[src/rtl/pfa_pkg.sv]
// ----------------------------------------------------------------------------
// pfa_pkg
// Shared types, constants and helpers of the power-of-two free list allocator.
// ----------------------------------------------------------------------------
package pfa_pkg;

    // default sizing
    localparam int DEF_PAGE_BYTES  = 8192;
    localparam int DEF_MAX_PAGES   = 16;
    localparam int DEF_NUM_CLASSES = 11;

    // fixed field widths
    localparam int ADDR_W = 17;
    localparam int SIZE_W = 14;
    localparam int REG_W  = 14;
    localparam int CNT_W  = 20;
    localparam int GRAN_W = 14;
    localparam int NEED_W = 14;
    localparam int CLS_W  = 4;
    localparam int STAT_W = 2;

    // size classes
    localparam int LARGE_LIMIT = 4096;
    localparam int LARGE_CLASS = 10;
    localparam int MIN_BLOCK   = 8;
    localparam int LINK_BYTES  = 8;

    // config register indexes and reset values
    localparam logic CFG_FIRST_RES = 1'b0;
    localparam logic CFG_PAGE_RES  = 1'b1;
    localparam logic [REG_W-1:0] RST_FIRST_RES = REG_W'(344);
    localparam logic [REG_W-1:0] RST_PAGE_RES  = REG_W'(40);

    // result status codes
    typedef enum logic [STAT_W-1:0] {
        ST_OK        = 2'd0,
        ST_TOO_LARGE = 2'd1,
        ST_NO_PAGES  = 2'd2
    } t_status;

    typedef enum logic [2:0] {
        S_IDLE,
        S_DECODE,
        S_CLASS,
        S_POP,
        S_SCAN_RD,
        S_SCAN_CHK,
        S_NEWPG,
        S_DONE
    } t_state;

    // controller -> datapath
    typedef struct packed {
        logic load_req;
        logic do_free;
        logic set_too_large;
        logic open_first;
        logic take_head;
        logic pop;
        logic scan_clear;
        logic scan_next;
        logic scan_take;
        logic add_page;
        logic set_full;
        logic load_out;
    } t_cmd;

    // datapath -> controller
    typedef struct packed {
        logic is_free;
        logic pages_zero;
        logic too_large;
        logic class_hit;
        logic is_large;
        logic scan_end;
        logic scan_hit;
        logic pages_full;
        logic out_free;
    } t_sts;

    // size class: count of power-of-two steps below size; LARGE_CLASS above 4096
    function automatic logic [CLS_W-1:0] class_of(input logic [SIZE_W-1:0] size);
        logic [CLS_W-1:0] k;
        k = '0;
        if (size > SIZE_W'(LARGE_LIMIT)) begin
            k = CLS_W'(LARGE_CLASS);
        end else begin
            for (int i = 0; i < LARGE_CLASS - 1; i++) begin
                if ((SIZE_W'(MIN_BLOCK) << i) < size) begin
                    k = k + CLS_W'(1);
                end
            end
        end
        return k;
    endfunction

endpackage

[src/rtl/pfa_ctrl.sv]
// ----------------------------------------------------------------------------
// pfa_ctrl
// Request sequencer: decode, list pop, page scan, page open, result hand-off.
// ----------------------------------------------------------------------------
module pfa_ctrl (
    input  logic          i_clk,
    input  logic          i_rst_n,
    input  logic          i_valid,
    output logic          o_ready,
    input  pfa_pkg::t_sts i_sts,
    output pfa_pkg::t_cmd o_cmd
);
    import pfa_pkg::*;

    t_state r_state, n_state;

    // state register
    always_ff @(posedge i_clk) begin
        if (!i_rst_n) begin
            r_state <= S_IDLE;
        end else begin
            r_state <= n_state;
        end
    end

    // next state
    always_comb begin
        n_state = r_state;
        case (r_state)
            S_IDLE: begin
                if (i_valid) n_state = S_DECODE;
            end
            S_DECODE: begin
                if (i_sts.is_free || i_sts.too_large) n_state = S_DONE;
                else n_state = S_CLASS;
            end
            S_CLASS: begin
                if (i_sts.class_hit) n_state = S_POP;
                else if (i_sts.is_large) n_state = S_NEWPG;
                else n_state = S_SCAN_RD;
            end
            S_POP: n_state = S_DONE;
            S_SCAN_RD: begin
                if (i_sts.scan_end) n_state = S_NEWPG;
                else n_state = S_SCAN_CHK;
            end
            S_SCAN_CHK: begin
                if (i_sts.scan_hit) n_state = S_DONE;
                else n_state = S_SCAN_RD;
            end
            S_NEWPG: n_state = S_DONE;
            S_DONE: begin
                if (i_sts.out_free) n_state = S_IDLE;
            end
            default: n_state = S_IDLE;
        endcase
    end

    // commands
    always_comb begin
        o_cmd   = '0;
        o_ready = 1'b0;
        case (r_state)
            S_IDLE: begin
                o_ready = 1'b1;
                o_cmd.load_req = i_valid;
            end
            S_DECODE: begin
                if (i_sts.is_free) begin
                    o_cmd.do_free = !i_sts.pages_zero;
                end else if (i_sts.too_large) begin
                    o_cmd.set_too_large = 1'b1;
                end else begin
                    o_cmd.open_first = i_sts.pages_zero;
                end
            end
            S_CLASS: begin
                o_cmd.take_head  = i_sts.class_hit;
                o_cmd.scan_clear = !i_sts.class_hit;
            end
            S_POP: o_cmd.pop = 1'b1;
            S_SCAN_RD: ;
            S_SCAN_CHK: begin
                o_cmd.scan_take = i_sts.scan_hit;
                o_cmd.scan_next = !i_sts.scan_hit;
            end
            S_NEWPG: begin
                o_cmd.set_full = i_sts.pages_full;
                o_cmd.add_page = !i_sts.pages_full;
            end
            S_DONE: o_cmd.load_out = i_sts.out_free;
            default: ;
        endcase
    end

endmodule

[config.mk]
export PLATFORM = sky130hd
export DESIGN_NAME = pfa_ctrl
export DESIGN_NICKNAME = d
export VERILOG_FILES = /design/src/rtl/pfa_pkg.sv /design/src/rtl/pfa_ctrl.sv
export SDC_FILE = /design/constraint.sdc
export NUM_CORES = 1
export LEC_CHECK = 0
export ABC_AREA = 1
export BUFFER_PORTS_ARGS = -buffer_cell sky130_fd_sc_hd__buf_2
export CORE_AREA = 4 4 41 43
export DETAILED_ROUTE_END_ITERATION = 7
export DIE_AREA = 0 0 45 47
export SKIP_CTS_REPAIR_TIMING = 1
export SLEW_MARGIN = 30
export SYNTH_ARGS = -nofsm -noshare
export SYNTH_HDL_FRONTEND = slang
export SYNTH_SLANG_ARGS = --single-unit
[constraint.sdc]
create_clock -name i_clk -period 1.6 [get_ports i_clk]
set_input_delay 0.08 -clock i_clk [delete_from_list [all_inputs] [get_ports i_clk]]
set_output_delay 0.08 -clock i_clk [all_outputs]
set_load 0.05 [all_outputs]
==> summary.md, run 1 <==
| Metric | Value |
|---|---|
| Post-Synth Adder-Cell Area | 0% |
| Die Y | 47 um |
| TNS Setup | 0 ns |
| Design area | 509.2 um^2 |
| Largest fanout on the critical path | 9 |
| Post-route ant nets | 0 |
| Tot GR Track Use | 9.550% |
| Clk_lat worst skew | 0.23 ns |
| Routability cong. | 0.7885 |
| Syn avg cell area | 5.409 um^2 |
| Initial antenna violation count | 0 |
| Crit share post-route | 91.51% |
| Share of cells above drive strength 1 | 38.46% |
| Reg with most FFs | r_state |
| CP arrival | 1.38 ns |
| Synth area leader | dfxtp_1 |
| Area share of the largest cell type after synthesis | 17.08% |
| Largest family of logic cells by synthesized area | simple AND/OR/NAND/NOR gates |
| DRC Markers | 0 |
| FP Rows | 13 |
| Area after DPL | 476.7 um^2 |
| Post-synth EDFFs | 0 |
| Max frequency | 683.0 MHz |
| Dpl hpwl | 800.7 um |
| Flop2flop setup slack | 0.43 ns |
| Final-report max-slew violation count | 0 |
| H-tree depth | 1 |
| Max-Cap Viols | 0 |
| Clock Tree Buf Depth | 2 |
| Worst-margin pin slew | 0.3625 ns |
| Crit. End Element | output port |
| CP Launch Type | register |
| Top FF cell, synth | dfxtp_1 |
| Flop pwr share | 19.5% |
| Syn. warnings | 0 |
| I/O Buffers | 24 |
| Core ar. | 1301 um^2 |
| CP cell instances | inv_1, nor3_1, buf_2 |
| CP max stage cell | dfxtp_1 |
| Syn_nets | 77 |
| Worst reg2reg path startpoint | r_state[2]$_SDFFE_PN0P_ |
| Part of the power in the clock network | 12.4% |
| Hold slack final | 0.09676 ns |
| CTS buffer count | 3 |
| Max FFs per register | 3 |
| Compound-gate portion of the synthesized area | 7.117% |
| Horiz. Die Dim | 45 um |
| Initial drt markers | 5 |
| Router iterations before antenna repair | 4 |
| RSZ-0062 raised after global routing | false |
| Largest net degree at the start of global routing | 10 |
| Mux cell area share after synthesis | 0% |
| Worst Hold Class | input pin to register |
| Post-Syn Area | 351.6 um^2 |
| Distinct cells, synth | 18 |
| #FFs+latches synth | 3 |
| Final hold vios | 0 |
| Switching Share | 61.54% |
| Synth async-reset ratio | 0% |
| Top cells by area, synth | dfxtp_1, nand2_1, inv_1, nor2_1, nor3_1 |
| CTS sink cnt | 3 |
| Vias in the first global route | 396 |
| Top flop regs | r_state (3) |
| N_diodes | 0 |
| Worst vdd ir | 0.0008412 V |
| WHS Endpoint | r_state[0]$_SDFFE_PN0P_ |
| P_sw | 0.0006463 W |
| Ports | 25 |
| Hold Startpoint | i_rst_n |
| Min Tclk post-route | 1.464 ns |
| CTS Root Cell | clkbuf_4 |
| CP Class | register to output port |
| Hold Path Depth | 3 |
| Reg clk slew, reported paths | 0.04 ns |
| Cell with the most instances after synthesis | nand2_1 |
| Seq/Total Area, Yosys | 17.08% |
| Simple-gate area share of the yosys netlist | 54.45% |
| Slew HR | 75.80% |
| Int Pwr | 0.0004039 W |
| Comb pwr share | 68.0% |
| First-pass GRT wire length | 1.442 mm |
| Slowest cell delay on critical path | 0.49 ns |
| Terminus of the critical flop-to-flop path | r_state[1]$_SDFFE_PN0P_ |
| Clock Skew | 0.004083 ns |
| Final setup viols | 0 |
| Die Area | 2115 um^2 |
| Post-Synth XOR/XNOR Area | 0% |
| Synthesis-to-finish area growth | 44.84% |
| GRT Residual Overflow | 0 |
| Worst reg-to-reg path cell count | 5 |
| Post-Synthesis Cells | 65 |
| Final #Nets | 104 |
| Initial Util | 27.02% |
| Final wirelength | 940 um |
| Total vias in the final route | 471 |
| PD cells | 2062 nW/um^2 |
| Detailed-route wire length per cell | 8.868 um |
| TritonCTS clock tree | yes |
| Worst path required time | 1.52 ns |
| LEAKAGE | 0.3343 nW |
| Ranking of synthesized cells by instance count | nand2_1, inv_1, nor2_1, nor3_1, nand3_1 |
| Status | finished, final reports clean |
| Vias/cell | 4.443 |
==> critical path: cells and delay by family, from the launching register on <==
family,cells,cell delay [ns]
buf+inv,2,0.46
flops,1,0.49
simple gates,1,0.21
==> through the flow <==
stage | worst slack (ns) | total power [W] | cells | utilization (%)
after floorplan | -0.2143 | 0.0008075 | 65 | -
after global placement | 0.3945 | 0.0009165 | 102 | 36.63
after detailed placement | 0.3345 | 0.0009219 | 102 | 36.63
after CTS | 0.08379 | 0.001057 | 106 | 38.65
after global routing | 0.06930 | 0.001147 | 106 | 39.13
final | 0.1359 | 0.001050 | 106 | 39.13
==> metal layers <==
layer	global-route usage, %	routed length [um]	part of all wire, %	up-vias
met3	2.299	66	7.0	0
met1	9.751	387	41	201
met5	0	0	0	-
li1	-	-	-	257
met4	7.018	0	0	0
met2	16.95	485	52	13
==> final cells by class <==
| cell class | count | area [um^2] |
|---|---|---|
| Clock buffer | 4 | 26.28 |
| Inverter | 15 | 56.30 |
| Fill cell | 155 | 792.0 |
| Multi-Input combinational cell | 45 | 221.5 |
| Timing Repair Buffer | 24 | 125.1 |
| Sequential cell | 3 | 61.31 |
| Tap cell | 15 | 18.77 |
==> kinds of logic after synthesis <==
group                  Yosys count
AOI/OAI and AO/OA                5
and+or+nand+nor                 40
buffers and inverters           17
DFF                              3
==> power by group through the flow <==
| stage | Clock [W] | Sequential, W | Combinational [W] |
|---|---|---|---|
| finish | 0.000131 | 0.000205 | 0.000714 |
| global route | 0.000146 | 0.000215 | 0.000786 |
| CTS | 0.000135 | 0.000199 | 0.000723 |
| detailed placement | 0 | 0.000200 | 0.000722 |
| global placement | 0 | 0.000199 | 0.000718 |
| floorplan | 0 | 0.000140 | 0.000668 |
==> how the worst max path moves through the flow <==
stage                            startpoint         to  slack, ns  cells after the start
floorplan           r_state[0]$_SDFFE_PN0P_  o_cmd[10]      -0.21                      4
global placement    r_state[0]$_SDFFE_PN0P_   o_cmd[8]       0.39                      5
detailed placement  r_state[0]$_SDFFE_PN0P_   o_cmd[8]       0.33                      5
CTS                 r_state[0]$_SDFFE_PN0P_   o_cmd[8]       0.08                      5
global route        r_state[2]$_SDFFE_PN0P_  o_cmd[10]       0.07                      4
finish              r_state[2]$_SDFFE_PN0P_   o_cmd[0]       0.14                      3
==> placed cells by master (no fill, tap or decap), drive strengths merged <==
| cell | instances |
|---|---|
| nand4 | 3 |
| nor2 | 10 |
| nor3 | 5 |
| buf | 22 |
| nor3b | 1 |
| dfxtp | 3 |
| o21ai | 2 |
| nand3 | 5 |
| clkbuf | 6 |
| inv | 15 |
| nand2 | 16 |
| a21oi | 3 |
(Power assumes the default switching activity.)
==> inputs of run 2 (changes only) <==
--- a/config.mk
+++ b/config.mk
@@ -7,9 +7,12 @@
 export LEC_CHECK = 0
 export ABC_AREA = 1
 export BUFFER_PORTS_ARGS = -buffer_cell sky130_fd_sc_hd__buf_2
-export CORE_AREA = 4 4 41 43
+export CELL_PAD_IN_SITES_DETAIL_PLACEMENT = 0
+export CELL_PAD_IN_SITES_GLOBAL_PLACEMENT = 1
+export CORE_AREA = 4 4 44 46
 export DETAILED_ROUTE_END_ITERATION = 7
-export DIE_AREA = 0 0 45 47
+export DIE_AREA = 0 0 48 50
+export PLACE_DENSITY_LB_ADDON = 0.1
 export SKIP_CTS_REPAIR_TIMING = 1
 export SLEW_MARGIN = 30
 export SYNTH_ARGS = -nofsm -noshare
==> run 2 against run 1 <==
Against the previous run: die area grew 13%; register-to-register slack about the same; routed wire length increased by 0.64%; clock power barely moved; sequential share of layout area fell by 0.19 points; combinational power about the same; via count is 2.5% lower; critical path type unchanged; worst setup slack worse by 0.023 ns; design area decreased by 0.49%; sequential power is 2% lower; power shrank 0.39%; flip-flop and latch count stayed put.
==> summary.md, run 2 (same netlist as run 1, synthesis figures left out) <==
| Metric | Value |
|---|---|
| Status | finished, final reports clean (unchanged) |
| Vias/cell | 4.290 (was 4.443) |
| Hold slack final | 0.09741 ns (was 0.09676 ns) |
| Flop2flop setup slack | 0.44 ns (was 0.43 ns) |
| Top flop regs | r_state (3) (unchanged) |
| Max FFs per register | 3 (unchanged) |
| Final-report max-slew violation count | 0 (unchanged) |
| GRT Residual Overflow | 0 (unchanged) |
| LEAKAGE | 0.3348 nW (was 0.3343 nW) |
| Share of cells above drive strength 1 | 37.36% (was 38.46%) |
| Min Tclk post-route | 1.487 ns (was 1.464 ns) |
| Terminus of the critical flop-to-flop path | r_state[0]$_SDFFE_PN0P_ (was r_state[1]$_SDFFE_PN0P_) |
| CP arrival | 1.41 ns (was 1.38 ns) |
| Post-Route Utilization | 33.64% (was 39.13%) |
| Clock Skew | 0.001917 ns (was 0.004083 ns) |
| CP Class | register to output port (unchanged) |
| Worst path required time | 1.52 ns (about the same) |
| CTS buffer count | 3 (unchanged) |
| DRC Markers | 0 (unchanged) |
| Largest net degree at the start of global routing | 10 (unchanged) |
| Die Area | 2400 um^2 (was 2115 um^2) |
| First-pass GRT wire length | 1.587 mm (was 1.442 mm) |
| Max frequency | 672.4 MHz (was 683.0 MHz) |
| Worst reg-to-reg path cell count | 6 (was 5) |
| Largest fanout on the critical path | 6 (was 9) |
| Tot GR Track Use | 8.866% (was 9.550%) |
| Final setup viols | 0 (unchanged) |
| Multi-input logic area | 221.5 um^2 (unchanged) |
| Hold Path Depth | 3 (unchanged) |
| TritonCTS clock tree | yes (unchanged) |
| Post-route ant nets | 0 (unchanged) |
| Worst-margin pin slew | 0.3716 ns (was 0.3625 ns) |
| Reg clk slew, reported paths | 0.04 ns (about the same) |
| Initial drt markers | 4 (was 5) |
| Area after DPL | 478.0 um^2 (was 476.7 um^2) |
| Routability cong. | 0.7938 (was 0.7885) |
| Most common cell after layout, fill and taps aside | buf_2 (unchanged) |
| Router iterations before antenna repair | 2 (was 4) |
| I/O Buffers | 24 (unchanged) |
| Design area | 506.7 um^2 (was 509.2 um^2) |
| Clock Tree Buf Depth | 2 (unchanged) |
| Slew HR | 75.19% (was 75.80%) |
| Final wirelength | 946 um (was 940 um) |
| Reg with most FFs | r_state (unchanged) |
| Commonest cells after routing, fill and taps aside | buf_2, nand2_1, inv_1 (unchanged) |
| Hold Startpoint | i_rst_n (unchanged) |
| FP Rows | 14 (was 13) |
| Final #Nets | 104 (unchanged) |
| PD cells | 2064 nW/um^2 (was 2062 nW/um^2) |
| H-tree depth | 1 (unchanged) |
| Horiz. Die Dim | 48 um (was 45 um) |
| Final hold vios | 0 (unchanged) |
| TNS Setup | 0 ns (unchanged) |
| Die Y | 50 um (was 47 um) |
| Vias in the first global route | 429 (was 396) |
| WHS Endpoint | r_state[1]$_SDFFE_PN0P_ (was r_state[0]$_SDFFE_PN0P_) |
| Total vias in the final route | 459 (was 471) |
| CTS sink cnt | 3 (unchanged) |
| Crit share post-route | 92.95% (was 91.51%) |
| RSZ-0062 raised after global routing | false (unchanged) |
| Worst reg2reg path startpoint | r_state[1]$_SDFFE_PN0P_ (was r_state[2]$_SDFFE_PN0P_) |
| Dpl hpwl | 830.6 um (was 800.7 um) |
| Synthesis-to-finish area growth | 44.13% (was 44.84%) |
| Worst vdd ir | 0.0008061 V (was 0.0008412 V) |
| Core ar. | 1506 um^2 (was 1301 um^2) |
| N_diodes | 0 (unchanged) |
| CP Launch Type | register (unchanged) |
| Crit. End Element | output port (unchanged) |
| Ports | 25 (unchanged) |
| Clk_lat worst skew | 0.23 ns (about the same) |
| CTS Root Cell | clkbuf_4 (unchanged) |
| Worst Hold Class | input pin to register (unchanged) |
| Max-Cap Viols | 0 (unchanged) |
| Detailed-route wire length per cell | 8.841 um (was 8.868 um) |
| Initial Util | 23.34% (was 27.02%) |
| Initial antenna violation count | 0 (unchanged) |
| Fillers | 179 (was 155) |
| FF/Latch Area | 60.06 um^2 (was 61.31 um^2) |
[run 2: worst max path at each step]
stage,slack [ns],start,cells after the start,endpoint
2_1_floorplan,-0.21,r_state[0]$_SDFFE_PN0P_,4,o_cmd[10]
3_3_place_gp,0.37,r_state[2]$_SDFFE_PN0P_,5,r_state[1]$_SDFFE_PN0P_
3_5_place_dp,0.35,r_state[0]$_SDFFE_PN0P_,5,o_cmd[8]
4_1_cts,0.1,r_state[0]$_SDFFE_PN0P_,5,o_cmd[8]
5_1_grt,0.006,r_state[2]$_SDFFE_PN0P_,3,o_cmd[0]
6_report,0.11,r_state[0]$_SDFFE_PN0P_,5,o_cmd[8]
[run 2: metal layers]
layer	wire, um	GRT usage (%)	vias to the layer above
met3	63	2.182	2
met5	0	0	-
li1	-	-	255
met4	12	4.036	0
met1	410	10.90	187
met2	459	13.88	15
[run 2: cell type report]
class	count	area share, %
tap	16	3.951
clock buffer	4	5.185
sequential	3	11.85
inverter	15	11.11
timing repair buffer	24	24.20
multi-input combinational	45	43.70
[run 2: per-stage QoR]
stage / total power, W / std cells / setup WS (ns)
2_1_floorplan: 0.0008075 / 65 / -0.2143
3_3_place_gp: 0.0009381 / 103 / 0.3727
3_5_place_dp: 0.0009215 / 103 / 0.3498
4_1_cts: 0.001057 / 107 / 0.09896
5_1_grt: 0.001161 / 107 / 0.006078
6_report: 0.001046 / 107 / 0.1129
[run 2: report_power, final]
group / switching [W] / internal, W
combinational: 0.000520 / 0.000193
sequential: 0.0000873 / 0.000114
clock: 0.0000388 / 0.0000934
total: 0.000646 / 0.000400
[run 2: worst max-delay path: stages (launching register included)]
cell and delay [ns]:
dfxtp_1 0.43, inv_2 0.10, nor2_4 0.11, nand2_1 0.10
nor3b_2 0.15, buf_2 0.27
==> inputs of run 3 (changes only) <==
--- a/config.mk
+++ b/config.mk
@@ -5,13 +5,13 @@
 export SDC_FILE = /design/constraint.sdc
 export NUM_CORES = 1
 export LEC_CHECK = 0
-export ABC_AREA = 1
+export ABC_AREA = 0
 export BUFFER_PORTS_ARGS = -buffer_cell sky130_fd_sc_hd__buf_2
 export CELL_PAD_IN_SITES_DETAIL_PLACEMENT = 0
 export CELL_PAD_IN_SITES_GLOBAL_PLACEMENT = 1
-export CORE_AREA = 4 4 44 46
+export CORE_AREA = 4 4 41 43
 export DETAILED_ROUTE_END_ITERATION = 7
-export DIE_AREA = 0 0 48 50
+export DIE_AREA = 0 0 45 47
 export PLACE_DENSITY_LB_ADDON = 0.1
 export SKIP_CTS_REPAIR_TIMING = 1
 export SLEW_MARGIN = 30
==> run 3 against run 2 <==
Against the previous run: fmax up 0.65%; design area is 0.49% lower; global-route usage up 0.68 points; die area decreased by 12%; synthesized area fell by 9.3%; routed wire length is 0.74% higher; combinational power is 41% lower; clock power is essentially flat; worst setup slack improved by 0.0097 ns; clock skew is 0.0014 ns higher; synthesized cell count is 31% lower; largest power group unchanged.
==> summary.md, run 3 <==
| Metric | Value |
|---|---|
| Status | finished, final reports clean (unchanged) |
| Min Tclk post-route | 1.477 ns (was 1.487 ns) |
| Tot GR Track Use | 9.543% (was 8.866%) |
| Cell with the most instances after synthesis | nor2_1 (was nand2_1) |
| CTS buffer count | 3 (unchanged) |
| N_diodes | 0 (unchanged) |
| Post-Synthesis Cells | 45 (was 65) |
| Max FFs per register | 3 (unchanged) |
| CTS Root Cell | clkbuf_4 (unchanged) |
| RSZ-0062 raised after global routing | false (unchanged) |
| Slew HR | 81.93% (was 75.19%) |
| Post-Route Utilization | 38.75% (was 33.64%) |
| First-pass GRT wire length | 1.428 mm (was 1.587 mm) |
| Ports | 25 (unchanged) |
| Clock Skew | 0.003305 ns (was 0.001917 ns) |
| PD cells | 1341 nW/um^2 (was 2064 nW/um^2) |
| Synth area leader | dfxtp_1 (unchanged) |
| Die Area | 2115 um^2 (was 2400 um^2) |
| Crit. End Element | output port (unchanged) |
| Max-Cap Viols | 0 (unchanged) |
| Non-filler cells, final | 87 (was 107) |
| Max frequency | 676.8 MHz (was 672.4 MHz) |
| Post-Synth Adder-Cell Area | 0% (unchanged) |
| Worst path required time | 1.52 ns (about the same) |
| Area after DPL | 464.2 um^2 (was 478.0 um^2) |
| Mux cell area share after synthesis | 0% (unchanged) |
| Die Y | 47 um (was 50 um) |
| Top flop regs | r_state (3) (unchanged) |
| Worst Hold Class | input pin to register (unchanged) |
| Fillers | 172 (was 179) |
| CTS sink cnt | 3 (unchanged) |
| Initial antenna violation count | 0 (unchanged) |
| Share of cells above drive strength 1 | 48.61% (was 37.36%) |
| Post-Syn Area | 319.1 um^2 (was 351.6 um^2) |
| Ranking of synthesized cells by instance count | nor2_1, nand2_1, nor3_1 (was nand2_1, inv_1, nor2_1, nor3_1, nand3_1) |
| Clock Tree Buf Depth | 2 (unchanged) |
| Syn. warnings | 0 (unchanged) |
| CP Launch Type | register (unchanged) |
| Final #Nets | 85 (was 104) |
| I/O Buffers | 24 (unchanged) |
| Dpl cells | 83 (was 103) |
| Final-report max-slew violation count | 0 (unchanged) |
| Vias in the first global route | 353 (was 429) |
| GRT Residual Overflow | 0 (unchanged) |
| #FFs+latches synth | 3 (unchanged) |
| Top cells by area, synth | dfxtp_1, nor3b_1, nor3_1, nor2_1, nor2b_1 (was dfxtp_1, nand2_1, inv_1, nor2_1, nor3_1) |
| Post-Synth XOR/XNOR Area | 0% (unchanged) |
| Crit share post-route | 92.34% (was 92.95%) |
| Post-synth EDFFs | 0 (unchanged) |
| Clk_lat worst skew | 0.24 ns (was 0.23 ns) |
| Routability cong. | 0.7125 (was 0.7938) |
| TritonCTS clock tree | yes (unchanged) |
| Synthesis-to-finish area growth | 58.04% (was 44.13%) |
| Core ar. | 1301 um^2 (was 1506 um^2) |
| Reg with most FFs | r_state (unchanged) |
| H-tree depth | 1 (unchanged) |
| Final wirelength | 953 um (was 946 um) |
| Worst-margin pin slew | 0.2676 ns (was 0.3716 ns) |
| Syn_nets | 57 (was 77) |
| Simple-gate area share of the yosys netlist | 51.76% (was 54.45%) |
| Largest family of logic cells by synthesized area | simple AND/OR/NAND/NOR gates (unchanged) |
| Top FF cell, synth | dfxtp_1 (unchanged) |
| Compound-gate portion of the synthesized area | 21.18% (was 7.117%) |
| Horiz. Die Dim | 45 um (was 48 um) |
| Initial drt markers | 7 (was 4) |
| Final hold vios | 0 (unchanged) |
| TNS Setup | 0 ns (unchanged) |
| FP Rows | 13 (was 14) |
| Commonest cells after routing, fill and taps aside | buf_2, nor2_1, nand2_1, buf_4 (was buf_2, nand2_1, inv_1) |
| Design area | 504.2 um^2 (was 506.7 um^2) |
| Total vias in the final route | 398 (was 459) |
| Router iterations before antenna repair | 3 (was 2) |
| Most common cell after layout, fill and taps aside | buf_2 (unchanged) |
| Vias/cell | 4.575 (was 4.290) |
| LEAKAGE | 0.2714 nW (was 0.3348 nW) |
| CP Class | register to output port (unchanged) |
| Reg clk slew, reported paths | 0.04 ns (about the same) |
| Synth async-reset ratio | 0% (unchanged) |
| Distinct cells, synth | 23 (was 18) |
| Largest net degree at the start of global routing | 14 (was 10) |
| Syn avg cell area | 7.090 um^2 (was 5.409 um^2) |
| CP arrival | 1.40 ns (was 1.41 ns) |
| Largest fanout on the critical path | 7 (was 6) |
| Post-route ant nets | 0 (unchanged) |
| Seq/Total Area, Yosys | 18.82% (was 17.08%) |
| Worst vdd ir | 0.0005115 V (was 0.0008061 V) |
| DRC Markers | 0 (unchanged) |
| Final setup viols | 0 (unchanged) |
| Initial Util | 24.52% (was 23.34%) |
| Area share of the largest cell type after synthesis | 18.82% (was 17.08%) |
| Hold slack final | 0.09411 ns (was 0.09741 ns) |
| Detailed-route wire length per cell | 10.95 um (was 8.841 um) |
-- run 3: cell count changes after synthesis, moves of 2 or more --
cell     delta
and2_1      +2
and3_1      +2
buf_2       +3
inv_1      -13
inv_2       -2
nand2_1    -11
nand3_1     -3
nand4_1     -3
nor2_1      -3
nor2b_1     +3
nor3b_1     +2
-- run 3: layout make-up --
| class | count | area (um^2) | share of cell area (%) |
|---|---|---|---|
| tap | 15 | 18.77 | 3.722 |
| sequential | 3 | 60.06 | 11.91 |
| multi-input combinational | 38 | 247.7 | 49.13 |
| timing repair buffer | 27 | 151.4 | 30.02 |
| clock buffer | 4 | 26.28 | 5.211 |
-- run 3: path summary, 6_finish.rpt --
path,to,startpoint,slack (ns),cells past startpoint
max,o_cmd[10],r_state[1]$_SDFFE_PN0P_,0.12,4
min reg2reg,r_state[1]$_SDFFE_PN0P_,r_state[0]$_SDFFE_PN0P_,0.65,2
min,r_state[1]$_SDFFE_PN0P_,i_rst_n,0.09,2
max reg2reg,r_state[0]$_SDFFE_PN0P_,r_state[1]$_SDFFE_PN0P_,0.36,4
-- run 3: critical path, cell delays in order, from the launching register on --
cell and delay, ns:
dfxtp_1 0.35, and2b_1 0.24, nand2b_1 0.10, nor3b_1 0.17, buf_2 0.29
-- run 3: layer usage --
metal / wire (um) / up-vias / track usage [%]
met5: 0 / - / 0
met1: 406 / 171 / 11.31
met4: 28 / 0 / 8.772
li1: - / 214 / -
met3: 47 / 3 / 1.533
met2: 470 / 10 / 14.69
-- run 3: logic make-up (layout without fill, tap and decap cells) --
kind of cell | Yosys count | after routing
flip-flops | 3 | 3
AND/OR/NAND/NOR | 29 | 29
AO/OA/AOI/OAI | 9 | 9
buffers and inverters | 4 | 31
-- run 3: where the power goes --
group	switching (W)	total [W]	internal [W]	leakage, nW
clock network	0.0000417	0.000135	0.0000936	0.0150
logic	0.000278	0.000420	0.000142	0.231
registers	0.0000243	0.000121	0.0000966	0.0250
total	0.000344	0.000676	0.000333	0.271
-- run 3: per-stage QoR --
stage | total power, W | worst slack [ns]
3_5_place_dp | 0.0005415 | 0.2367
6_report | 0.0006764 | 0.1225
4_1_cts | 0.0006847 | -0.02133
2_1_floorplan | 0.0004524 | -0.2385
5_1_grt | 0.0007238 | 0.005367
3_3_place_gp | 0.0005458 | 0.2746
